<file path="src/rtl/mbe_pkg.sv">
// shared constants, types and helper functions for the escape-time pixel core
// no dependencies; imported by every module of the block
package mbe_pkg;

    localparam int COORD_BITS = 10;
    localparam int FRAC_BITS  = 28;
    localparam int COUNT_BITS = 16;

    // q4.frac value width and the fixed register widths
    localparam int VAL_W      = FRAC_BITS + 4;
    localparam int ORIGIN_W   = 32;
    localparam int STEP_W     = 29;
    localparam int COLOUR_W   = 8;
    localparam int CFG_DATA_W = 32;
    localparam int CFG_IDX_W  = 3;

    // derived datapath widths
    localparam int PROD_W  = COORD_BITS + STEP_W;
    localparam int SUM_W   = ((ORIGIN_W > PROD_W + 1) ? ORIGIN_W : PROD_W + 1) + 1;
    localparam int SQ_W    = 2 * VAL_W;
    localparam int WIDE_W  = (SQ_W + 2 > SUM_W) ? SQ_W + 2 : SUM_W;
    localparam int SCALE_W = COUNT_BITS + 4;
    localparam int SCALE_BYTES = (SCALE_W + 7) / 8;

    localparam int QUEUE_DEPTH = 2;
    localparam int QPTR_W      = (QUEUE_DEPTH > 1) ? $clog2(QUEUE_DEPTH) : 1;
    localparam int QCNT_W      = $clog2(QUEUE_DEPTH + 1);

    localparam int COLOUR_MOD = 255;

    // register indexes
    localparam logic [CFG_IDX_W-1:0] REG_RE_ORIGIN = CFG_IDX_W'(0);
    localparam logic [CFG_IDX_W-1:0] REG_RE_STEP   = CFG_IDX_W'(1);
    localparam logic [CFG_IDX_W-1:0] REG_IM_ORIGIN = CFG_IDX_W'(2);
    localparam logic [CFG_IDX_W-1:0] REG_IM_STEP   = CFG_IDX_W'(3);
    localparam logic [CFG_IDX_W-1:0] REG_ITER_LIM  = CFG_IDX_W'(4);

    // register reset values: -2.0, about 3/800, -1.5, about 3/800, 100
    localparam logic signed [ORIGIN_W-1:0] RST_RE_ORIGIN = ORIGIN_W'(-536870912);
    localparam logic [STEP_W-1:0]          RST_RE_STEP   = STEP_W'(1006633);
    localparam logic signed [ORIGIN_W-1:0] RST_IM_ORIGIN = ORIGIN_W'(-402653184);
    localparam logic [STEP_W-1:0]          RST_IM_STEP   = STEP_W'(1006633);
    localparam logic [COUNT_BITS-1:0]      RST_ITER_LIM  = COUNT_BITS'(100);

    // 4.0 in the scale of an exact square (2*FRAC_BITS fraction bits)
    localparam logic [SQ_W:0] FOUR_SQ = (SQ_W + 1)'(1) << (2 * FRAC_BITS + 2);

    typedef struct packed {
        logic [ORIGIN_W-1:0] re_origin;
        logic [STEP_W-1:0]   re_step;
        logic [ORIGIN_W-1:0] im_origin;
        logic [STEP_W-1:0]   im_step;
    } mbe_cfg_t;

    typedef struct packed {
        logic [VAL_W-1:0] cr;
        logic [VAL_W-1:0] ci;
    } c_point_t;

    // saturate a sign-extended wide value to the q4 range
    function automatic logic [VAL_W-1:0] sat_val(input logic [WIDE_W-1:0] v);
        logic hi_or;
        logic hi_and;
        hi_or  = |v[WIDE_W-2:VAL_W-1];
        hi_and = &v[WIDE_W-2:VAL_W-1];
        if (!v[WIDE_W-1] && hi_or)
            sat_val = {1'b0, {(VAL_W - 1){1'b1}}};
        else if (v[WIDE_W-1] && !hi_and)
            sat_val = {1'b1, {(VAL_W - 1){1'b0}}};
        else
            sat_val = v[VAL_W-1:0];
    endfunction

    // remainder by 255: 256 is 1 mod 255, so bytes are summed and folded
    function automatic logic [COLOUR_W-1:0] mod255(input logic [SCALE_W-1:0] a);
        logic [SCALE_BYTES*8-1:0] p;
        logic [11:0]              s;
        logic [8:0]               s2;
        logic [8:0]               s3;
        p = (SCALE_BYTES * 8)'(a);
        s = '0;
        for (int i = 0; i < SCALE_BYTES; i++)
        begin
            s = s + 12'(p[8*i +: 8]);
        end
        s2 = 9'(s[7:0]) + 9'(s[11:8]);
        s3 = 9'(s2[7:0]) + 9'(s2[8]);
        if (s3 >= 9'(COLOUR_MOD))
            s3 = s3 - 9'(COLOUR_MOD);
        mod255 = s3[COLOUR_W-1:0];
    endfunction

endpackage

</file>
<file path="src/rtl/mbe_queue.sv">
// short first-in first-out queue of points between front and iterator
// depends on mbe_pkg
module mbe_queue (
    input  logic              clk,
    input  logic              rst_n,
    input  logic              push_valid,
    output logic              push_ready,
    input  mbe_pkg::c_point_t push_data,
    output logic              pop_valid,
    input  logic              pop_ready,
    output mbe_pkg::c_point_t pop_data
);
    import mbe_pkg::*;

    c_point_t          slot_mem [QUEUE_DEPTH];
    logic [QPTR_W-1:0] wr_ptr_reg;
    logic [QPTR_W-1:0] rd_ptr_reg;
    logic [QCNT_W-1:0] count_reg;
    logic              push_fire;
    logic              pop_fire;

    assign push_ready = (count_reg != QCNT_W'(QUEUE_DEPTH));
    assign pop_valid  = (count_reg != '0);
    assign push_fire  = push_valid && push_ready;
    assign pop_fire   = pop_valid && pop_ready;
    assign pop_data   = slot_mem[rd_ptr_reg];

    function automatic logic [QPTR_W-1:0] ptr_inc(input logic [QPTR_W-1:0] p);
        if (p == QPTR_W'(QUEUE_DEPTH - 1))
            ptr_inc = '0;
        else
            ptr_inc = p + QPTR_W'(1);
    endfunction

    always_ff @(posedge clk or negedge rst_n)
    begin
        if (!rst_n)
        begin
            wr_ptr_reg <= '0;
            rd_ptr_reg <= '0;
            count_reg  <= '0;
        end
        else
        begin
            if (push_fire)
                wr_ptr_reg <= ptr_inc(wr_ptr_reg);
            if (pop_fire)
                rd_ptr_reg <= ptr_inc(rd_ptr_reg);
            if (push_fire && !pop_fire)
                count_reg <= count_reg + QCNT_W'(1);
            else if (pop_fire && !push_fire)
                count_reg <= count_reg - QCNT_W'(1);
        end
    end

    always_ff @(posedge clk)
    begin
        if (push_fire)
            slot_mem[wr_ptr_reg] <= push_data;
    end

endmodule

</file>
<file path="config.mk">
export PLATFORM = sky130hd
export DESIGN_NAME = mbe_queue
export DESIGN_NICKNAME = d
export VERILOG_FILES = /design/src/rtl/mbe_pkg.sv /design/src/rtl/mbe_queue.sv
export SDC_FILE = /design/constraint.sdc
export NUM_CORES = 1
export LEC_CHECK = 0
export BUFFER_PORTS_ARGS = -buffer_cell sky130_fd_sc_hd__clkbuf_2
export CAP_MARGIN = 20
export CELL_PAD_IN_SITES_DETAIL_PLACEMENT = 2
export CELL_PAD_IN_SITES_GLOBAL_PLACEMENT = 2
export CORE_ASPECT_RATIO = 1.5
export CORE_MARGIN = 3
export CORE_UTILIZATION = 38
export CTS_CLUSTER_SIZE = 30
export DETAILED_ROUTE_END_ITERATION = 10
export HOLD_SLACK_MARGIN = 0.1
export PLACE_DENSITY_LB_ADDON = 0.1
export SETUP_SLACK_MARGIN = 0.02
export SYNTH_ARGS = -nofsm -noshare
export SYNTH_HDL_FRONTEND = slang
export SYNTH_SLANG_ARGS = --single-unit
</file>
<file path="constraint.sdc">
create_clock -name clk -period 5.3 [get_ports clk]
set_clock_uncertainty 0.2 [all_clocks]
set_input_delay 0.265 -clock clk [delete_from_list [all_inputs] [get_ports clk]]
set_output_delay 0.265 -clock clk [all_outputs]
set_load 0.05 [all_outputs]
</file>
# Word level (Yosys, flattened, before mapping)
# Memory sizes are Yosys's and may differ from the RTL's.
# Index checks and enable logic that the tools add are counted.
dict set report totals {
  mem_bits_ro 0
  ramBits 128
  latchBits 0
  word_cells 23
  n_memories 1
  input_bits 68
  regBits 4
  out_inout_bits 66
}
# name words word_bits read_ports rd_ports_with_merged_regs wr line
set mem_list {}
lappend mem_list {slot_mem 2 64 1 0 1 mbe_queue.sv:15} ;# c_point_t slot_mem [QUEUE_DEPTH];
dict set report classes {
  addsub 4
  shift 0
  mux 6
  n_mul 0
  bitwise 0
  magnitude_cmp 0
  n_eq_ne 1
  n_div 0
  n_reduce_logical 8
}
# op n
set op_table {}
lappend op_table {{logical AND 1 bit} 4}
lappend op_table {{two-way mux 1 bit} 4}
lappend op_table {{two-way mux 2 bit} 2}
lappend op_table {{nonzero test 2 bit} 2}
lappend op_table {{adder 1 bit, second input constant} 2}
lappend op_table {{adder 2 x 1 -> 2 bit, second input constant} 1}
lappend op_table {{logical NOT 1 bit} 2}
lappend op_table {{!= test 2 bit, second input constant} 1}
lappend op_table {{subtractor 2 x 1 -> 2 bit, second input constant} 1}

# Longest topological paths before layout
dict set report depth {
  ltp_word 6
  depth_mapped 7
  depth_no_buf 7
}

# Least setup slack after synthesis
# OpenSTA, ideal clock, no wires.
dict set report synth_path {
  path_kind {reg-to-reg}
  start {register count_reg[0]}
  end {memory slot_mem[0][0] (netlist bit) (enable)}
  stages_incl_launch_ff 4
  slack_ns 0.867
  period_less_slack_ns 4.433
  t_arrival_ns 3.746
  n_path_buf 0
  path_cell_list {dfrtp_1 -> nand2b_1 -> nand2_1 -> nor2_1}
}
dict set report synth_between {
  elab_chain_len 4
}
# item line
set synth_rtl {}
lappend synth_rtl {{start: declaration} mbe_queue.sv:18} ;# logic [QCNT_W-1:0] count_reg;
lappend synth_rtl {{start signal: assignment} mbe_queue.sv:50} ;# count_reg <= count_reg + QCNT_W'(1);
lappend synth_rtl {{start signal: assignment} mbe_queue.sv:52} ;# count_reg <= count_reg - QCNT_W'(1);
lappend synth_rtl {{!= test 2 bit} mbe_queue.sv:22} ;# assign push_ready = (count_reg != QCNT_W'(QUEUE_DEPTH));
lappend synth_rtl {{net push_ready} mbe_queue.sv:7} ;# output logic push_ready,
lappend synth_rtl {{logical AND 1 bit} mbe_queue.sv:24} ;# assign push_fire = push_valid && push_ready;
lappend synth_rtl {{two-way mux 1 bit} mbe_queue.sv:58} ;# if (push_fire)
lappend synth_rtl {{two-way mux 1 bit (not written as such)} mbe_queue.sv:59} ;# slot_mem[wr_ptr_reg] <= push_data;
lappend synth_rtl {{end: declaration} mbe_queue.sv:15}
# The timed path passes the listed nets, and every way through them passes these cells.

==> results.sh <==
export IMPL_overall_global_routing_usage_pct=16.4
export IMPL_startpoint_type="flop"
export IMPL_setup_violations=0
export IMPL_place_inst=502
export IMPL_timing_rr_end="slot_mem[1][55]"
export IMPL_hold_path_class="flop to flop"
export IMPL_fp_row_count=50
export IMPL_post_cts_resized=0
export IMPL_pwr_share_comb_pct=39.7
export IMPL_slew_limit_headroom_pct=36.4
export IMPL_ys_seq_area_share_pct=78.6
export IMPL_avgSynthCellArea_um2=23.1
export IMPL_synth_seq_cells=132
export IMPL_worstSetupEndpoint="pop_data[49]"
export IMPL_clock_fmax_mhz=341
export IMPL_via_per_inst=4.59
export IMPL_die_area_um2=14700
export IMPL_netlist_instances=217
export IMPL_yosysWarnings=0
export IMPL_final_layout_size_suffix_gt1_share_pct=51.8
export IMPL_largest_register_ff_count=128
export IMPL_synthToLayoutAreaGrowth_pct=41.8
export IMPL_r2r_depth=3
export IMPL_critical_path_top_delay_family="buffers and inverters"
export IMPL_max_cap_violations=0
export IMPL_finalWorstPathRequiredPeriod_ns=2.93
export IMPL_power_leakage_uw=0.00288
export IMPL_layout_worst_path_cycle_share_pct=55.4
export IMPL_grt_overflow=0
export IMPL_critical_path_slowest_cell="dfrtp_4"
export IMPL_worstPathCellList="buf_4, mux2_2, clkbuf_2"
export IMPL_clk_pin_slew_ns=0.06
export IMPL_insertedDiodeCount=0
export IMPL_tritoncts="built"
export IMPL_number_of_global_route_vias_before_repair=3156
export IMPL_grt_start_max_net_pins=47
export IMPL_route_detailed_drc=0
export IMPL_numPortBuffers=133
export IMPL_path_buf_inv=2
export IMPL_stdcell_count=602
export IMPL_timing_worst_slew_pin_value_ns=0.953
export IMPL_ff2ff_setup_slack_ns=2.83
export IMPL_total_power_consumption_of_the_routed_design_uw=4530
export IMPL_slew_violations=0
export IMPL_netlist_area_um2=5020
export IMPL_timing_worst_setup_path_type="flop to output port"
export IMPL_critPathCaptureType="output port"
export IMPL_drt_initial_drc_count=112
export IMPL_antenna_found_initial=0
export IMPL_cts_root_buffer_cell="clkbuf_16"
export IMPL_num_fill_cells=1108
export IMPL_intPower_uw=2740
export IMPL_pwr_cell_area_nw_per_um2=637
export IMPL_globalplace_congestion=0.655
export IMPL_route_antenna_remaining_nets=0
export IMPL_cts_max_level=4
export IMPL_startpoint="rd_ptr_reg"
export IMPL_clock_path_buffers=2
export IMPL_hold_worst_slack_ns=0.314
export IMPL_ios=134
export IMPL_max_vdd_ir_drop_mv=0.280
export IMPL_numCtsBuffers=17
export IMPL_floorplan_die_height_um=147
export IMPL_arrival_ns=2.47
export IMPL_final_seq_area_um2=3950
export IMPL_switching_power_total_uw=1790
export IMPL_die_width_um=99.8
export IMPL_drt_pass1_iterations=4
export IMPL_worst_path_stages=3
export IMPL_hold_fails_final_rpt=0
export IMPL_multi_input_comb_area_um2=1010
export IMPL_postRouteWirelength_mm=11.4
export IMPL_critPathMaxFanout=33
export IMPL_routedWlPerCell_um=19.0
export IMPL_grt_pass1_wl_mm=17.8
export IMPL_cts_num_sinks=132
export IMPL_syn_nets=286
export IMPL_coreArea_um2=12700
export IMPL_synth_distinct_cells=15
export IMPL_power_clock_fraction_pct=25.8
export IMPL_final_net_count=502
export IMPL_worstSkewPairLatency_ns=0.41
export IMPL_initial_utilization_pct=39.5
export IMPL_power_share_sequential_pct=34.6
export IMPL_routed_via_count=2761
export IMPL_critical_path_required_ns=4.84
export IMPL_p_sw_share_pct=39.6
export IMPL_dp_hpwl_mm=6.74
export IMPL_critical_path_max_stage_delay_ns=0.79
export IMPL_grt_setup_unrepaired="no"
export IMPL_reg2reg_from="count_reg[0]"
export IMPL_timing_setup_tns_ns=0
export IMPL_run_status="completed"
through the flow:
step / cell area (µm²) / util [%] / setup slack (ns)
after global routing: 7120 / 56.0 / 2.23
final: 7120 / 56.0 / 2.37
after global placement: 5840 / 46.0 / 2.75
after detailed placement: 5840 / 46.0 / 2.75
after floorplan: 5020 / - / 0.867
after CTS: 7120 / 56.0 / 2.31
area by class of cell:
| class | instances | area share (%) |
|---|---|---|
| Tap cell | 156 | 2.74 |
| Sequential cell | 132 | 55.5 |
| Multi-Input combinational cell | 77 | 14.2 |
| Clock buffer | 19 | 6.08 |
| Timing Repair Buffer | 204 | 19.2 |
| Clock inverter | 13 | 2.25 |
| Inverter | 1 | 0.0528 |
layout by cell type, fill, tap and decap left out, types with 4 or more instances in the layout:
master / synthesis / layout
clkbuf_16: 0 / 17
clkbuf_2: 0 / 133
mux2_2: 14 / 14
mux2_4: 50 / 50
clkinv_4: 0 / 4
edfxtp_1: 128 / 128
dlygate4sd3_1: 0 / 68
worst min-delay path by stage:
stage	slack (ns)	cells past startpoint	start	end
5_1_grt	0.35	1	count_reg[1]	count_reg[1]
4_1_cts	0.32	1	count_reg[1]	count_reg[1]
3_5_place_dp	-0.12	1	rst_n	wr_ptr_reg
3_3_place_gp	-0.12	1	rst_n	wr_ptr_reg
2_1_floorplan	-0.23	0	rst_n	count_reg[0]
6_report	0.31	1	count_reg[1]	count_reg[1]
logic make-up (layout without fill, tap and decap cells):
logic type                 Yosys count  in the layout  synth area share (%)
adders and majority gates            1              1                 0.249
buffers and inverters                8            237                  1.52
and+or+nand+nor                      7              7                 0.673
xor gates and xnor gates             5              5                 0.873
DFF                                132            132                  78.6
muxes                               64             64                  18.1
synth_stat cells, drive strengths merged:
master,instances,share of area (%)
buf,7,1.4
ha,1,0.25
nand2b,1,0.12
mux2,64,18
dfrtp,4,2.0
edfxtp,128,77
and3,1,0.12
nor2,2,0.15
or2,1,0.12
xnor2,3,0.52
xor2,2,0.35
inv,1,0.075
nand2,2,0.15
power by group through the flow:
| stage | sequential, µW | clock [µW] | combinational [µW] |
|---|---|---|---|
| final | 1570 | 1170 | 1800 |
| after global routing | 1600 | 1230 | 1890 |
| after CTS | 1570 | 1190 | 1830 |
| after detailed placement | 1590 | 0 | 1780 |
| after global placement | 1570 | 0 | 1760 |
| after floorplan | 1510 | 0 | 1510 |
timing repair:
item | CTS | global route
setup buffers | 0 | 0
hold endpoints to repair | 134 | 0
hold buffers | 68 | 0
metal layers:
layer	vias up	part of all wire, %	global-route usage, %
met5	-	0	0
met4	0	1.6	6.15
met3	15	6.4	5.42
met2	99	56	29.2
met1	1364	36	17.8
li1	1283	-	-
Note: power is estimated with default switching activity, not from simulation.
