### src/rtl/mbe_pkg.sv
// shared constants, types and helper functions for the escape-time pixel core
// no dependencies; imported by every module of the block
package mbe_pkg;

    localparam int COORD_BITS = 10;
    localparam int FRAC_BITS  = 28;
    localparam int COUNT_BITS = 16;

    // q4.frac value width and the fixed register widths
    localparam int VAL_W      = FRAC_BITS + 4;
    localparam int ORIGIN_W   = 32;
    localparam int STEP_W     = 29;
    localparam int COLOUR_W   = 8;
    localparam int CFG_DATA_W = 32;
    localparam int CFG_IDX_W  = 3;

    // derived datapath widths
    localparam int PROD_W  = COORD_BITS + STEP_W;
    localparam int SUM_W   = ((ORIGIN_W > PROD_W + 1) ? ORIGIN_W : PROD_W + 1) + 1;
    localparam int SQ_W    = 2 * VAL_W;
    localparam int WIDE_W  = (SQ_W + 2 > SUM_W) ? SQ_W + 2 : SUM_W;
    localparam int SCALE_W = COUNT_BITS + 4;
    localparam int SCALE_BYTES = (SCALE_W + 7) / 8;

    localparam int QUEUE_DEPTH = 2;
    localparam int QPTR_W      = (QUEUE_DEPTH > 1) ? $clog2(QUEUE_DEPTH) : 1;
    localparam int QCNT_W      = $clog2(QUEUE_DEPTH + 1);

    localparam int COLOUR_MOD = 255;

    // register indexes
    localparam logic [CFG_IDX_W-1:0] REG_RE_ORIGIN = CFG_IDX_W'(0);
    localparam logic [CFG_IDX_W-1:0] REG_RE_STEP   = CFG_IDX_W'(1);
    localparam logic [CFG_IDX_W-1:0] REG_IM_ORIGIN = CFG_IDX_W'(2);
    localparam logic [CFG_IDX_W-1:0] REG_IM_STEP   = CFG_IDX_W'(3);
    localparam logic [CFG_IDX_W-1:0] REG_ITER_LIM  = CFG_IDX_W'(4);

    // register reset values: -2.0, about 3/800, -1.5, about 3/800, 100
    localparam logic signed [ORIGIN_W-1:0] RST_RE_ORIGIN = ORIGIN_W'(-536870912);
    localparam logic [STEP_W-1:0]          RST_RE_STEP   = STEP_W'(1006633);
    localparam logic signed [ORIGIN_W-1:0] RST_IM_ORIGIN = ORIGIN_W'(-402653184);
    localparam logic [STEP_W-1:0]          RST_IM_STEP   = STEP_W'(1006633);
    localparam logic [COUNT_BITS-1:0]      RST_ITER_LIM  = COUNT_BITS'(100);

    // 4.0 in the scale of an exact square (2*FRAC_BITS fraction bits)
    localparam logic [SQ_W:0] FOUR_SQ = (SQ_W + 1)'(1) << (2 * FRAC_BITS + 2);

    typedef struct packed {
        logic [ORIGIN_W-1:0] re_origin;
        logic [STEP_W-1:0]   re_step;
        logic [ORIGIN_W-1:0] im_origin;
        logic [STEP_W-1:0]   im_step;
    } mbe_cfg_t;

    typedef struct packed {
        logic [VAL_W-1:0] cr;
        logic [VAL_W-1:0] ci;
    } c_point_t;

    // saturate a sign-extended wide value to the q4 range
    function automatic logic [VAL_W-1:0] sat_val(input logic [WIDE_W-1:0] v);
        logic hi_or;
        logic hi_and;
        hi_or  = |v[WIDE_W-2:VAL_W-1];
        hi_and = &v[WIDE_W-2:VAL_W-1];
        if (!v[WIDE_W-1] && hi_or)
            sat_val = {1'b0, {(VAL_W - 1){1'b1}}};
        else if (v[WIDE_W-1] && !hi_and)
            sat_val = {1'b1, {(VAL_W - 1){1'b0}}};
        else
            sat_val = v[VAL_W-1:0];
    endfunction

    // remainder by 255: 256 is 1 mod 255, so bytes are summed and folded
    function automatic logic [COLOUR_W-1:0] mod255(input logic [SCALE_W-1:0] a);
        logic [SCALE_BYTES*8-1:0] p;
        logic [11:0]              s;
        logic [8:0]               s2;
        logic [8:0]               s3;
        p = (SCALE_BYTES * 8)'(a);
        s = '0;
        for (int i = 0; i < SCALE_BYTES; i++)
        begin
            s = s + 12'(p[8*i +: 8]);
        end
        s2 = 9'(s[7:0]) + 9'(s[11:8]);
        s3 = 9'(s2[7:0]) + 9'(s2[8]);
        if (s3 >= 9'(COLOUR_MOD))
            s3 = s3 - 9'(COLOUR_MOD);
        mod255 = s3[COLOUR_W-1:0];
    endfunction

endpackage

### src/rtl/mbe_front.sv
// front end: takes pixel coordinates and maps them to the point c
// depends on mbe_pkg; feeds mbe_queue
module mbe_front (
    input  logic                        clk,
    input  logic                        rst_n,
    input  logic                        in_valid,
    output logic                        in_ready,
    input  logic [mbe_pkg::COORD_BITS-1:0] pixel_x,
    input  logic [mbe_pkg::COORD_BITS-1:0] pixel_y,
    input  mbe_pkg::mbe_cfg_t           cfg,
    output logic                        push_valid,
    input  logic                        push_ready,
    output mbe_pkg::c_point_t           push_data
);
    import mbe_pkg::*;

    logic              prod_valid_reg;
    logic [PROD_W-1:0] re_prod_reg;
    logic [PROD_W-1:0] im_prod_reg;
    logic [WIDE_W-1:0] re_sum;
    logic [WIDE_W-1:0] im_sum;
    logic              accept;

    assign in_ready   = !prod_valid_reg || push_ready;
    assign accept     = in_valid && in_ready;
    assign push_valid = prod_valid_reg;

    always_ff @(posedge clk or negedge rst_n)
    begin
        if (!rst_n)
            prod_valid_reg <= 1'b0;
        else if (accept)
            prod_valid_reg <= 1'b1;
        else if (push_ready)
            prod_valid_reg <= 1'b0;
    end

    // coordinate times step, registered before the add
    always_ff @(posedge clk)
    begin
        if (accept)
        begin
            re_prod_reg <= PROD_W'(pixel_x) * PROD_W'(cfg.re_step);
            im_prod_reg <= PROD_W'(pixel_y) * PROD_W'(cfg.im_step);
        end
    end

    always_comb
    begin
        re_sum = WIDE_W'($signed(cfg.re_origin)) + WIDE_W'({1'b0, re_prod_reg});
        im_sum = WIDE_W'($signed(cfg.im_origin)) + WIDE_W'({1'b0, im_prod_reg});
        push_data.cr = sat_val(re_sum);
        push_data.ci = sat_val(im_sum);
    end

endmodule

### config.mk
export PLATFORM = sky130hd
export DESIGN_NAME = mbe_front
export DESIGN_NICKNAME = d
export VERILOG_FILES = /design/src/rtl/mbe_pkg.sv /design/src/rtl/mbe_front.sv
export SDC_FILE = /design/constraint.sdc
export NUM_CORES = 1
export LEC_CHECK = 0
export BUFFER_PORTS_ARGS = -buffer_cell sky130_fd_sc_hd__clkbuf_2
export CAP_MARGIN = 20
export CELL_PAD_IN_SITES_DETAIL_PLACEMENT = 1
export CELL_PAD_IN_SITES_GLOBAL_PLACEMENT = 1
export CORE_ASPECT_RATIO = 1.4
export CORE_MARGIN = 2
export CORE_UTILIZATION = 52
export CTS_CLUSTER_DIAMETER = 30
export CTS_CLUSTER_SIZE = 25
export DETAILED_ROUTE_END_ITERATION = 7
export HOLD_SLACK_MARGIN = 0.12
export PLACE_DENSITY_LB_ADDON = 0.1
export SLEW_MARGIN = 20
export SYNTH_ARGS = -nofsm -noshare
export SYNTH_HDL_FRONTEND = slang
export SYNTH_SLANG_ARGS = --single-unit
### constraint.sdc
create_clock -name clk -period 10.6 [get_ports clk]
set_input_delay 2.12 -clock clk [delete_from_list [all_inputs] [get_ports clk]]
set_output_delay 2.12 -clock clk [all_outputs]
set_load 0.01 [all_outputs]
* Word-level counts from Yosys, hierarchy flattened *
Index checks and enable logic that the tools add are counted.
Widths: inputs -> output; s select.

operators by class
  $add $sub $neg = 2
  multipliers = 2
  mux-type cells = 6
  reductions and logical operators = 16

operators by type and width
  kind               count
  $mux 32            4
  $add 32x40->41     2
  $mul 10x29->39     2
  $reduce_and 34->1  2
  $reduce_or 34->1   2
  $logic_and 1x1->1  5
  $logic_not 1->1    5
  $mux 1             2
  $reduce_bool 2->1  1
  $logic_or 1x1->1   1

storage, ports and cells
  flip-flop bits (word level) = 79
  input port bits = 146
  output and inout port bits = 66
  word-level logic and storage cells = 29

* Logic depth before layout (Yosys ltp) *
Gate-level depths: netlist of run 1.

  word-level depth = 6
  gate-level depth with buffers = 24

* Worst setup path before layout of run 1 *
OpenSTA, ideal clock, no wires.

  kind = input port to flip-flop
  start = input pixel_y[1] in the netlist's numbering
  end = register im_prod_reg[37] (data pin)
  library setup time = 258 ps
  arrival = 7811 ps
  data required time = 10342 ps
  path slack = 2532 ps
  stages on the path = 21
  buffers on the path = 2
  cell sequence = clkbuf_1 > buf_1 > nand2_1 > fa_1 > inv_1 > fa_1 > fa_1 > fa_1 > fa_1 > ha_1 > a21o_1 > a21o_1 > a21o_1 > a32oi_1 > o211ai_1 > a221oi_1 > o21ai_0 > or4_1 > a31o_2 > a21oi_1 > xnor2_1

on the way
  longest elaborated chain between the ends = 1

RTL lines
  item                  line             RTL
  start, declared       mbe_front.sv:9   input logic [mbe_pkg::COORD_BITS-1:0] pixel_y,
  $mul 10x29->39        mbe_front.sv:44  im_prod_reg <= PROD_W'(pixel_y) * PROD_W'(cfg.im_step);
  end signal, assigned  mbe_front.sv:44
  end, declared         mbe_front.sv:19  logic [PROD_W-1:0] im_prod_reg;

Every way passes these cells.
A chain may end at the register's enable or synchronous reset.

==> results of run 1 <==
-- worst max-delay path: stages --
cell	delay, ns
clkbuf_2	0.09
ha_1	0.24
fa_1	0.43
a211oi_1	0.36
o21ai_0	0.22
a21oi_1	0.41
o31ai_2	0.17
a21oi_1	0.41
o31ai_2	0.16
o221ai_1	0.35
or4b_1	0.18
nand3_1	0.19
o41ai_4	0.76
buf_4	0.44
a31o_1	0.27
clkbuf_2	0.16
-- where the power goes --
part	switching (mW)	internal, mW	total [mW]
Combinational	4.82	3.24	8.06
Sequential	0.0658	0.802	0.868
Clock	0.149	0.185	0.334
-- metal layers --
layer / up-vias / GRT usage
met5: - / 0
met4: 14 / 0.1475
met3: 204 / 0.03282
met2: 424 / 0.6252
met1: 10520 / 0.3007
li1: 9325 / -
-- cell usage in the layout, fill, tap and decap left out, types with 6 or more instances in the layout --
cell	instances
clkbuf_2	211
nand4_1	19
o21a_1	13
nor2b_1	12
and2_1	320
o21bai_1	31
xor2_1	40
nor3_1	26
or3_1	9
and4_1	6
clkbuf_16	10
edfxtp_1	78
o31ai_1	9
o211ai_1	11
fa_1	430
o21ai_0	95
a211oi_1	15
nand2_1	344
o21ai_1	14
nor2_1	66
a21oi_1	135
ha_1	228
nand3_1	28
a31oi_1	22
xnor2_1	93
inv_1	414
and3_1	20
nand2b_1	18
a21o_1	117
-- final timing paths --
| check | from | to | cells after the start |
|---|---|---|---|
| max in group asynchronous | rst_n | push_valid$_DFFE_PN0P_ | 1 |
| setup reg to reg | push_valid$_DFFE_PN0P_ | im_prod_reg[9]$_DFFE_PP_ | 2 |
| hold reg to reg | push_valid$_DFFE_PN0P_ | push_valid$_DFFE_PN0P_ | 2 |
| min in group asynchronous | rst_n | push_valid$_DFFE_PN0P_ | 1 |
| setup / recovery | cfg[90] | push_data[53] | 16 |
| hold / removal | push_valid$_DFFE_PN0P_ | push_valid$_DFFE_PN0P_ | 2 |
-- cells by family (layout without fill, tap and decap cells) --
| group | Yosys count | after routing |
|---|---|---|
| and+or+nand+nor | 894 | 894 |
| buffers and inverters | 570 | 644 |
| other | 0 | 3 |
| adders and majority gates | 658 | 658 |
| DFF | 79 | 79 |
| xor gates and xnor gates | 133 | 133 |
| AOI/OAI and AO/OA | 517 | 517 |
| muxes | 2 | 2 |
-- final cells by class --
| type | instances | area [um2] | share of cell area |
|---|---|---|---|
| inverters | 414 | 1554 | 0.05806 |
| well taps | 630 | 788.3 | 0.02945 |
| clock buffers | 9 | 225.2 | 0.008415 |
| repair buffers | 214 | 1096 | 0.04095 |
| flip-flops and latches | 79 | 2367 | 0.08845 |
| clock inverters | 7 | 76.32 | 0.002852 |
| multi-input cells | 2204 | 20650 | 0.7715 |
| diodes | 3 | 7.507 | 0.0002805 |
-- stage by stage --
| stage | area (um2) | power [mW] | utilization | instances |
|---|---|---|---|---|
| detailed placement | 26410 | 8.897 | 0.5514 | 3539 |
| global route | 26760 | 10.23 | 0.5585 | 3557 |
| global placement | 26410 | 8.589 | 0.5514 | 3539 |
| finish | 26760 | 9.263 | 0.5587 | 3560 |
| CTS | 26710 | 9.291 | 0.5577 | 3555 |
| floorplan | 25140 | 6.632 | - | 2853 |
==> tab_implementation.tex, run 1 <==
\begin{tabular}{lr}
\hline
Metric & Value \\
\hline
\multicolumn{2}{l}{\textbf{STA}} \\
\quad Maximum frequency from static timing analysis & 110.0 MHz \\
\quad Actual transition at the worst max-transition pin & 1.050 ns \\
\quad Max-slew headroom at the worst pin & 0.3003 \\
\quad Total of endpoints with negative setup slack in the final report & 0 \\
\quad Clock Skews & 0.009950 ns \\
\quad Hold Slack & 0.5492 ns \\
\quad Final period demand of the worst path & 9.088 ns \\
\quad Setup repair after global routing missed its margin & false \\
\quad Pins over their slew limit & 0 \\
\quad Final Hold Viols & 0 \\
\quad Final sum of negative setup slack & 0 ns \\
\quad Final worst slack & 1.512 ns \\
\quad Final worst-path cycle share & 0.8574 \\
\multicolumn{2}{l}{\textbf{Placement}} \\
\quad Worst slack at placement & 1.459 ns \\
\quad Number of port buffers & 211 \\
\quad Final estimated routing congestion in global placement & 0.9407 \\
\quad Half-perimeter wire length after detailed placement & 63.00 mm \\
\multicolumn{2}{l}{\textbf{Logic synthesis}} \\
\quad Largest area contributor in the netlist & fa\_1 \\
\quad Number of unique standard cell types used by synthesis & 72 \\
\quad Post-Synth XOR/XNOR Area & 0.04633 \\
\quad Fraction of the mapped netlist area in compound gates & 0.1342 \\
\quad Main combinational cell family by area after synthesis & adder cells \\
\quad Most numerous cell types in the synthesized netlist & fa\_1, inv\_1, nand2\_1 \\
\quad Top cells by area in the synthesized netlist & fa\_1, ha\_1, edfxtp\_1 \\
\quad Yosys Warn Count & 0 \\
\quad Number of instances in the synthesized netlist & 2853 \\
\quad Cell Area, Synth & 25140 um2 \\
\quad Most repeated cell in the gate-level netlist after synthesis & fa\_1 \\
\quad Sequential-to-total area share from yosys stat & 0.09415 \\
\quad Share of synthesized cell area in full adder, half adder and majority cells & 0.4558 \\
\quad Async set-reset flop share out of synthesis & 0.01266 \\
\quad Avg Inst Size Synth & 8.813 um2 \\
\quad Count of flip-flops with a built-in enable after synthesis & 78 \\
\quad Multiplexer area fraction after synthesis & 0.0007962 \\
\quad Top\_reg\_cell synth & edfxtp\_1 \\
\quad Fraction of the mapped netlist area in simple logic gates & 0.1822 \\
\quad Flops \& latches, synth & 79 \\
\quad Share of the synthesized area in the top cell type & 0.3424 \\
\quad Post-synth net total & 3657 \\
\multicolumn{2}{l}{\textbf{Global route}} \\
\quad Maximum number of pins on one net before global-route repair & 79 \\
\quad Congestion Overflow GR & 0 \\
\quad Initial antenna violation count & 10 \\
\quad Number of global-route vias before repair & 23610 \\
\quad Global-route wire length before repair & 120.8 mm \\
\quad Total global-route track usage & 0.3075 \\
\multicolumn{2}{l}{\textbf{CTS}} \\
\quad Post-cts gate resize count & 0 \\
\quad Sinks on the clock net & 79 \\
\quad CTS Buffer Depth & 2 \\
\quad CTS tree & built \\
\quad Number of H-tree levels & 3 \\
\quad Cell chosen for the clock root & clkbuf\_16 \\
\quad Later-pin clock latency in the skew report & 0.37 ns \\
\quad Clock-pin slew on the worst setup and hold paths & 0.07 ns \\
\quad Number of setup buffers added after CTS & 0 \\
\quad Hold buffers post-CTS & 0 \\
\quad Clock buffers created by TritonCTS & 9 \\
\multicolumn{2}{l}{\textbf{Finish}} \\
\quad Layout Area Growth over Synthesis & 6.445\% \\
\quad Fraction of final layout cells with drive strength greater than 1 & 0.08678 \\
\quad Count of fill cells added during filler insertion & 5697 \\
\quad NumNets Final & 3726 \\
\multicolumn{2}{l}{\textbf{Die}} \\
\quad Die boundary height & 264.2 um \\
\quad Die area & 50150 um2 \\
\quad Starting Density & 0.5249 \\
\quad Core box area & 47900 um2 \\
\quad Die Span X & 189.8 um \\
\quad Number of top-level design ports & 212 \\
\quad Number of placement rows & 95 \\
\multicolumn{2}{l}{\textbf{Route}} \\
\quad Initial DRC count & 630 \\
\quad Top Layer Used & met5 \\
\quad Routed length on met1 & 25.44 mm \\
\quad Met3 wire length & 2.264 mm \\
\quad Routed vias & 20480 \\
\quad Count of TritonRoute iterations in the first routing pass & 4 \\
\quad WL final & 74.64 mm \\
\quad Average wire length per cell after detail routing & 20.97 um \\
\quad Total length of routed met2 wires & 43.19 mm \\
\quad Antenna-violating nets left & 0 \\
\quad Average vias per placed instance & 5.753 \\
\quad DRC violations left & 0 \\
\multicolumn{2}{l}{\textbf{Critical path}} \\
\quad Category of the critical setup timing path & input pin to primary output \\
\quad Endpoint kind of the worst setup timing path & primary output \\
\quad Required time of the critical path & 8.48 ns \\
\quad Launching element type of the critical path & input pin \\
\quad Arrival time at the worst endpoint & 6.97 ns \\
\quad Critical-path maximum fanout & 21 \\
\quad Minimum setup slack among reg-to-reg paths & 8.83 ns \\
\multicolumn{2}{l}{\textbf{Run status}} \\
\quad Result of the run & complete, no violations \\
\multicolumn{2}{l}{\textbf{Power}} \\
\quad Highest ir drop seen on vdd & 0.0001978 V \\
\quad Power density of the placed cells & 346.1 nW/um2 \\
\quad Leakage & 13.54 nW \\
\multicolumn{2}{l}{\textbf{Run}} \\
\quad Number of max-cap violations & 0 \\
\multicolumn{2}{l}{\textbf{Min path}} \\
\quad Hold crit path type & flop to flop \\
\hline
\end{tabular}
(Power assumes the default switching activity.)
==> inputs of run 2 (changes only) <==
Settings changed: CORE_MARGIN 2 to 1.
==> tab_implementation.tex, run 2 (synthesis gave the netlist of run 1 again) <==
\begin{tabular}{lr}
\hline
Metric & Value \\
\hline
\multicolumn{2}{l}{\textbf{CTS}} \\
\quad CTS tree & built \\
\quad Hold buffers post-CTS & 0 \\
\quad Clock-pin slew on the worst setup and hold paths & 0.07 ns \\
\quad Post-cts gate resize count & 0 \\
\quad CTS Buffer Depth & 2 \\
\quad Clock buffers created by TritonCTS & 9 \\
\quad Cell chosen for the clock root & clkbuf\_16 \\
\quad Sinks on the clock net & 79 \\
\quad Number of setup buffers added after CTS & 0 \\
\quad Number of H-tree levels & 3 \\
\quad Later-pin clock latency in the skew report & 0.37 ns \\
\multicolumn{2}{l}{\textbf{Route}} \\
\quad Initial DRC count & 604 \\
\quad Routed vias & 20340 \\
\quad Count of TritonRoute iterations in the first routing pass & 4 \\
\quad Antenna-violating nets left & 0 \\
\quad DRC violations left & 0 \\
\quad Average vias per placed instance & 5.712 \\
\quad Average wire length per cell after detail routing & 20.68 um \\
\quad WL final & 73.61 mm \\
\multicolumn{2}{l}{\textbf{Global route}} \\
\quad Global-route wire length before repair & 118.1 mm \\
\quad Total global-route track usage & 0.3064 \\
\quad Congestion Overflow GR & 0 \\
\quad Initial antenna violation count & 12 \\
\quad Maximum number of pins on one net before global-route repair & 79 \\
\quad Number of global-route vias before repair & 23190 \\
\multicolumn{2}{l}{\textbf{Placement}} \\
\quad Number of port buffers & 211 \\
\quad Final estimated routing congestion in global placement & 0.9019 \\
\quad Half-perimeter wire length after detailed placement & 61.93 mm \\
\multicolumn{2}{l}{\textbf{Die}} \\
\quad Starting Density & 0.5249 \\
\quad Die boundary height & 262.2 um \\
\quad Die area & 49250 um2 \\
\quad Number of placement rows & 95 \\
\quad Number of top-level design ports & 212 \\
\quad Die Span X & 187.8 um \\
\quad Core box area & 47900 um2 \\
\multicolumn{2}{l}{\textbf{Min path}} \\
\quad Hold crit path type & flop to flop \\
\quad WHS Path Cells & 2 \\
\quad Hold Startpoint & push\_valid\$\_DFFE\_PN0P\_ \\
\multicolumn{2}{l}{\textbf{Critical path}} \\
\quad Worst setup path start & cfg[29] \\
\quad Slowest CP cell & o41ai\_4 \\
\quad Chain of cells forming the critical path & clkbuf\_2, ha\_1, fa\_1, a211oi\_1, o21ai\_1, a21oi\_1, o21ai\_0, a31oi\_1, o31ai\_1, xor2\_1, a221oi\_1, o2111ai\_1, o41ai\_4, buf\_6, o21ai\_0, clkbuf\_2 \\
\quad Launching element type of the critical path & input pin \\
\quad Worst reg2reg path depth & 2 \\
\quad Critical-path maximum fanout & 20 \\
\quad Delay contributed by the slowest stage of the critical path & 0.63 ns \\
\quad Required time of the critical path & 8.48 ns \\
\quad Arrival time at the worst endpoint & 6.47 ns \\
\quad Category of the critical setup timing path & input pin to primary output \\
\quad Endpoint kind of the worst setup timing path & primary output \\
\quad RR Startpoint & push\_valid\$\_DFFE\_PN0P\_ \\
\multicolumn{2}{l}{\textbf{STA}} \\
\quad Hold Slack & 0.5500 ns \\
\quad Final worst-path cycle share & 0.8105 \\
\quad Clock Skews & 0.01080 ns \\
\quad Actual transition at the worst max-transition pin & 1.009 ns \\
\quad Max-slew headroom at the worst pin & 0.3273 \\
\quad Setup repair after global routing missed its margin & false \\
\quad Pins over their slew limit & 0 \\
\quad Final Hold Viols & 0 \\
\quad Final sum of negative setup slack & 0 ns \\
\quad Final period demand of the worst path & 8.592 ns \\
\quad Maximum frequency from static timing analysis & 116.4 MHz \\
\quad Total of endpoints with negative setup slack in the final report & 0 \\
\multicolumn{2}{l}{\textbf{Finish}} \\
\quad Layout Area Growth over Synthesis & 6.623\% \\
\quad NumNets Final & 3727 \\
\quad Highest-count cells in the layout ignoring fill and taps & fa\_1, inv\_1, nand2\_1 \\
\quad Most common cell after layout, fill and taps aside & fa\_1 \\
\quad Fraction of final layout cells with drive strength greater than 1 & 0.08743 \\
\multicolumn{2}{l}{\textbf{Power}} \\
\quad Power density of the placed cells & 344.6 nW/um2 \\
\quad Leakage & 13.56 nW \\
\quad Highest ir drop seen on vdd & 0.0001695 V \\
\multicolumn{2}{l}{\textbf{Run}} \\
\quad Number of max-cap violations & 0 \\
\multicolumn{2}{l}{\textbf{Run status}} \\
\quad Result of the run & complete, no violations \\
\hline
\end{tabular}
[run 2: final cells by class]
cell class	instances	area, um2
Fill cell	5691	21090
Multi-Input combinational cell	2204	20650
Sequential cell	79	2367
Inverter	414	1554
Timing Repair Buffer	215	1110
Tap cell	630	788.3
Clock buffer	9	225.2
Clock inverter	7	110.1
Antenna cell	2	5.005
[run 2: final timing paths]
path / slack, ns / endpoint
min in group asynchronous: 1.51 / push_valid$_DFFE_PN0P_
min: 0.55 / push_valid$_DFFE_PN0P_
min reg2reg: 0.55 / push_valid$_DFFE_PN0P_
max in group asynchronous: 9.01 / push_valid$_DFFE_PN0P_
max: 2.01 / push_data[2]
max reg2reg: 8.86 / im_prod_reg[11]$_DFFE_PP_
[run 2: metrics by stage]
step / utilization / power (mW) / std cells / setup slack, ns / instance area (um2)
final: 0.5596 / 9.237 / 3560 / 2.008 / 26810
after global routing: 0.5596 / 10.17 / 3560 / 1.624 / 26810
after CTS: 0.5585 / 9.290 / 3556 / 1.595 / 26760
after detailed placement: 0.5515 / 8.889 / 3540 / 1.646 / 26420
after global placement: 0.5515 / 8.604 / 3540 / 1.840 / 26420
after floorplan: - / 6.632 / 2853 / 2.532 / 25140
[run 2: metal layers]
| metal | track usage | vias up | wire, um |
|---|---|---|---|
| li1 | - | 9323 | - |
| met1 | 0.2939 | 10390 | 25070 |
| met2 | 0.6345 | 399 | 42670 |
| met3 | 0.03165 | 206 | 2064 |
| met4 | 0.1554 | 20 | 3661 |
| met5 | 0 | - | 139 |
[run 2: critical path: cells and delay by family]
family | cells | cell delay, ns
compound gates | 10 | 2.99
fa+ha+maj | 2 | 0.66
xor+xnor | 1 | 0.18
buf+inv | 3 | 0.50
[run 2: report_power, final]
group,internal [mW],switching [mW],total [mW]
clock,0.212,0.146,0.358
combinational,3.24,4.77,8.01
sequential,0.802,0.0643,0.866
total,4.26,4.98,9.24
==> inputs of run 3 (changes only) <==
Settings changed: CORE_UTILIZATION 52 to 49.
Clock period 10.6 ns to 8.79 ns, I/O delays scaled along.
==> tab_implementation.tex, run 3 (synthesis gave the netlist of run 1 again) <==
\begin{tabular}{lr}
\hline
Metric & Value \\
\hline
\multicolumn{2}{l}{\textbf{Route}} \\
\quad Count of TritonRoute iterations in the first routing pass & 8 \\
\quad Routed vias & 20400 \\
\quad DRC violations left & 28 \\
\quad Initial DRC count & 608 \\
\quad Average wire length per cell after detail routing & 20.76 um \\
\quad WL final & 74.30 mm \\
\quad Antenna-violating nets left & 0 \\
\quad Average vias per placed instance & 5.697 \\
\multicolumn{2}{l}{\textbf{STA}} \\
\quad Actual transition at the worst max-transition pin & 1.082 ns \\
\quad Setup repair after global routing missed its margin & false \\
\quad Max-slew headroom at the worst pin & 0.2784 \\
\quad Clock Skews & 0.01219 ns \\
\quad Final worst-path cycle share & 0.9252 \\
\quad Pins over their slew limit & 0 \\
\quad Final sum of negative setup slack & 0 ns \\
\quad Final Hold Viols & 0 \\
\quad Total of endpoints with negative setup slack in the final report & 0 \\
\quad Final worst slack & 0.6576 ns \\
\quad Final period demand of the worst path & 8.132 ns \\
\quad Maximum frequency from static timing analysis & 123.0 MHz \\
\multicolumn{2}{l}{\textbf{Min path}} \\
\quad Hold crit path type & flop to flop \\
\multicolumn{2}{l}{\textbf{Run status}} \\
\quad Violations in the final reports & design-rule violations \\
\quad Result of the run & complete, but fails checks \\
\multicolumn{2}{l}{\textbf{Critical path}} \\
\quad Endpoint kind of the worst setup timing path & flop \\
\quad Launching element type of the critical path & input pin \\
\quad Total buffers and inverters traversed by the critical path & 5 \\
\quad Worst path most repeated cell & fa\_1 \\
\quad Chain of cells forming the critical path & clkbuf\_2, nand2\_1, fa\_1, inv\_1, fa\_1, inv\_1, fa\_1, inv\_1, fa\_1, fa\_1, ha\_1, a2111oi\_0, o21ai\_0, buf\_4, a221oi\_1, o211ai\_1, o311ai\_0, o21ai\_0, o21a\_1, nor3\_1, a21oi\_1 \\
\quad Slowest CP cell & a2111oi\_0 \\
\quad Arrival time at the worst endpoint & 8.24 ns \\
\quad Kind of cell adding the most delay to the critical path & adder cells \\
\quad Delay contributed by the slowest stage of the critical path & 0.70 ns \\
\quad Category of the critical setup timing path & input pin to flop \\
\quad Critical-path maximum fanout & 29 \\
\quad Required time of the critical path & 8.90 ns \\
\multicolumn{2}{l}{\textbf{CTS}} \\
\quad Later-pin clock latency in the skew report & 0.37 ns \\
\quad Number of H-tree levels & 3 \\
\quad Clock buffers created by TritonCTS & 9 \\
\quad Number of setup buffers added after CTS & 0 \\
\quad CTS Buffer Depth & 2 \\
\quad Post-cts gate resize count & 0 \\
\quad CTS tree & built \\
\quad Hold buffers post-CTS & 0 \\
\quad Sinks on the clock net & 79 \\
\quad Cell chosen for the clock root & clkbuf\_16 \\
\quad Clock-pin slew on the worst setup and hold paths & 0.08 ns \\
\multicolumn{2}{l}{\textbf{Global route}} \\
\quad Number of global-route vias before repair & 23660 \\
\quad Global-route wire length before repair & 121.6 mm \\
\quad Congestion Overflow GR & 0 \\
\quad Total global-route track usage & 0.2951 \\
\quad Maximum number of pins on one net before global-route repair & 79 \\
\quad Initial antenna violation count & 7 \\
\multicolumn{2}{l}{\textbf{Power}} \\
\quad Leakage & 13.58 nW \\
\quad Design Power & 11.19 mW \\
\quad Power density of the placed cells & 417.2 nW/um2 \\
\quad Highest ir drop seen on vdd & 0.0002263 V \\
\multicolumn{2}{l}{\textbf{Die}} \\
\quad Core box area & 50370 um2 \\
\quad Number of placement rows & 97 \\
\quad Die area & 52240 um2 \\
\quad Number of top-level design ports & 212 \\
\quad Die Span X & 193.4 um \\
\quad Starting Density & 0.4992 \\
\quad Die boundary height & 270.0 um \\
\multicolumn{2}{l}{\textbf{Finish}} \\
\quad NumNets Final & 3735 \\
\quad Most common cell after layout, fill and taps aside & fa\_1 \\
\quad Highest-count cells in the layout ignoring fill and taps & fa\_1, inv\_1, nand2\_1 \\
\quad Fraction of final layout cells with drive strength greater than 1 & 0.08992 \\
\quad Count of fill cells added during filler insertion & 5933 \\
\quad Layout Area Growth over Synthesis & 6.688\% \\
\multicolumn{2}{l}{\textbf{Placement}} \\
\quad Number of port buffers & 211 \\
\quad Worst slack at placement & 0.2188 ns \\
\quad Half-perimeter wire length after detailed placement & 62.46 mm \\
\quad Final estimated routing congestion in global placement & 0.8987 \\
\multicolumn{2}{l}{\textbf{Run}} \\
\quad Number of max-cap violations & 0 \\
\hline
\end{tabular}
[run 3: layout make-up]
| cell class | instances | area [um2] | area share |
|---|---|---|---|
| Timing Repair Buffer | 223 | 1146 | 0.04273 |
| Inverter | 414 | 1554 | 0.05793 |
| Multi-Input combinational cell | 2204 | 20640 | 0.7694 |
| Tap cell | 643 | 804.5 | 0.02999 |
| Antenna cell | 1 | 2.502 | 0.00009329 |
| Clock inverter | 7 | 85.08 | 0.003172 |
| Clock buffer | 9 | 225.2 | 0.008396 |
| Sequential cell | 79 | 2367 | 0.08825 |
[run 3: path summary, 6_finish.rpt]
path,start,to,slack [ns],cells past startpoint
max,pixel_x[1],re_prod_reg[36]$_DFFE_PP_,0.66,21
min,push_valid$_DFFE_PN0P_,push_valid$_DFFE_PN0P_,0.55,2
max reg2reg,push_valid$_DFFE_PN0P_,im_prod_reg[3]$_DFFE_PP_,6.98,2
min reg2reg,push_valid$_DFFE_PN0P_,push_valid$_DFFE_PN0P_,0.55,2
max in group asynchronous,rst_n,push_valid$_DFFE_PN0P_,7.56,1
min in group asynchronous,rst_n,push_valid$_DFFE_PN0P_,1.14,1
[run 3: worst register-to-register path: stages (launching register included)]
cell and delay [ns]:
dfrtp_1 0.38, nand2b_1 0.12, and2_4 0.83
[run 3: power by group]
| group | total (mW) | leakage [nW] | switching [mW] | internal [mW] |
|---|---|---|---|---|
| clock | 0.413 | 0.147 | 0.187 | 0.226 |
| combinational | 9.74 | 12.7 | 5.79 | 3.95 |
| sequential | 1.04 | 0.756 | 0.0731 | 0.966 |
| total | 11.2 | 13.6 | 6.05 | 5.14 |
[run 3: routing by layer]
metal	up-vias	routed length [um]	global-route usage
met5	-	90	0
met4	12	3238	0.1312
met3	173	2236	0.03059
met2	382	42900	0.6098
met1	10500	25840	0.2883
li1	9326	-	-
[run 3: stage by stage]
stage / hold WS (ns) / utilization / cell area [um2] / cells
2_1_floorplan: 0.6221 / - / 25140 / 2853
3_3_place_gp: 0.5099 / 0.5262 / 26500 / 3562
3_5_place_dp: 0.5363 / 0.5262 / 26500 / 3562
4_1_cts: 0.5551 / 0.5324 / 26810 / 3578
5_1_grt: 0.5951 / 0.5325 / 26820 / 3579
6_report: 0.5532 / 0.5326 / 26820 / 3580
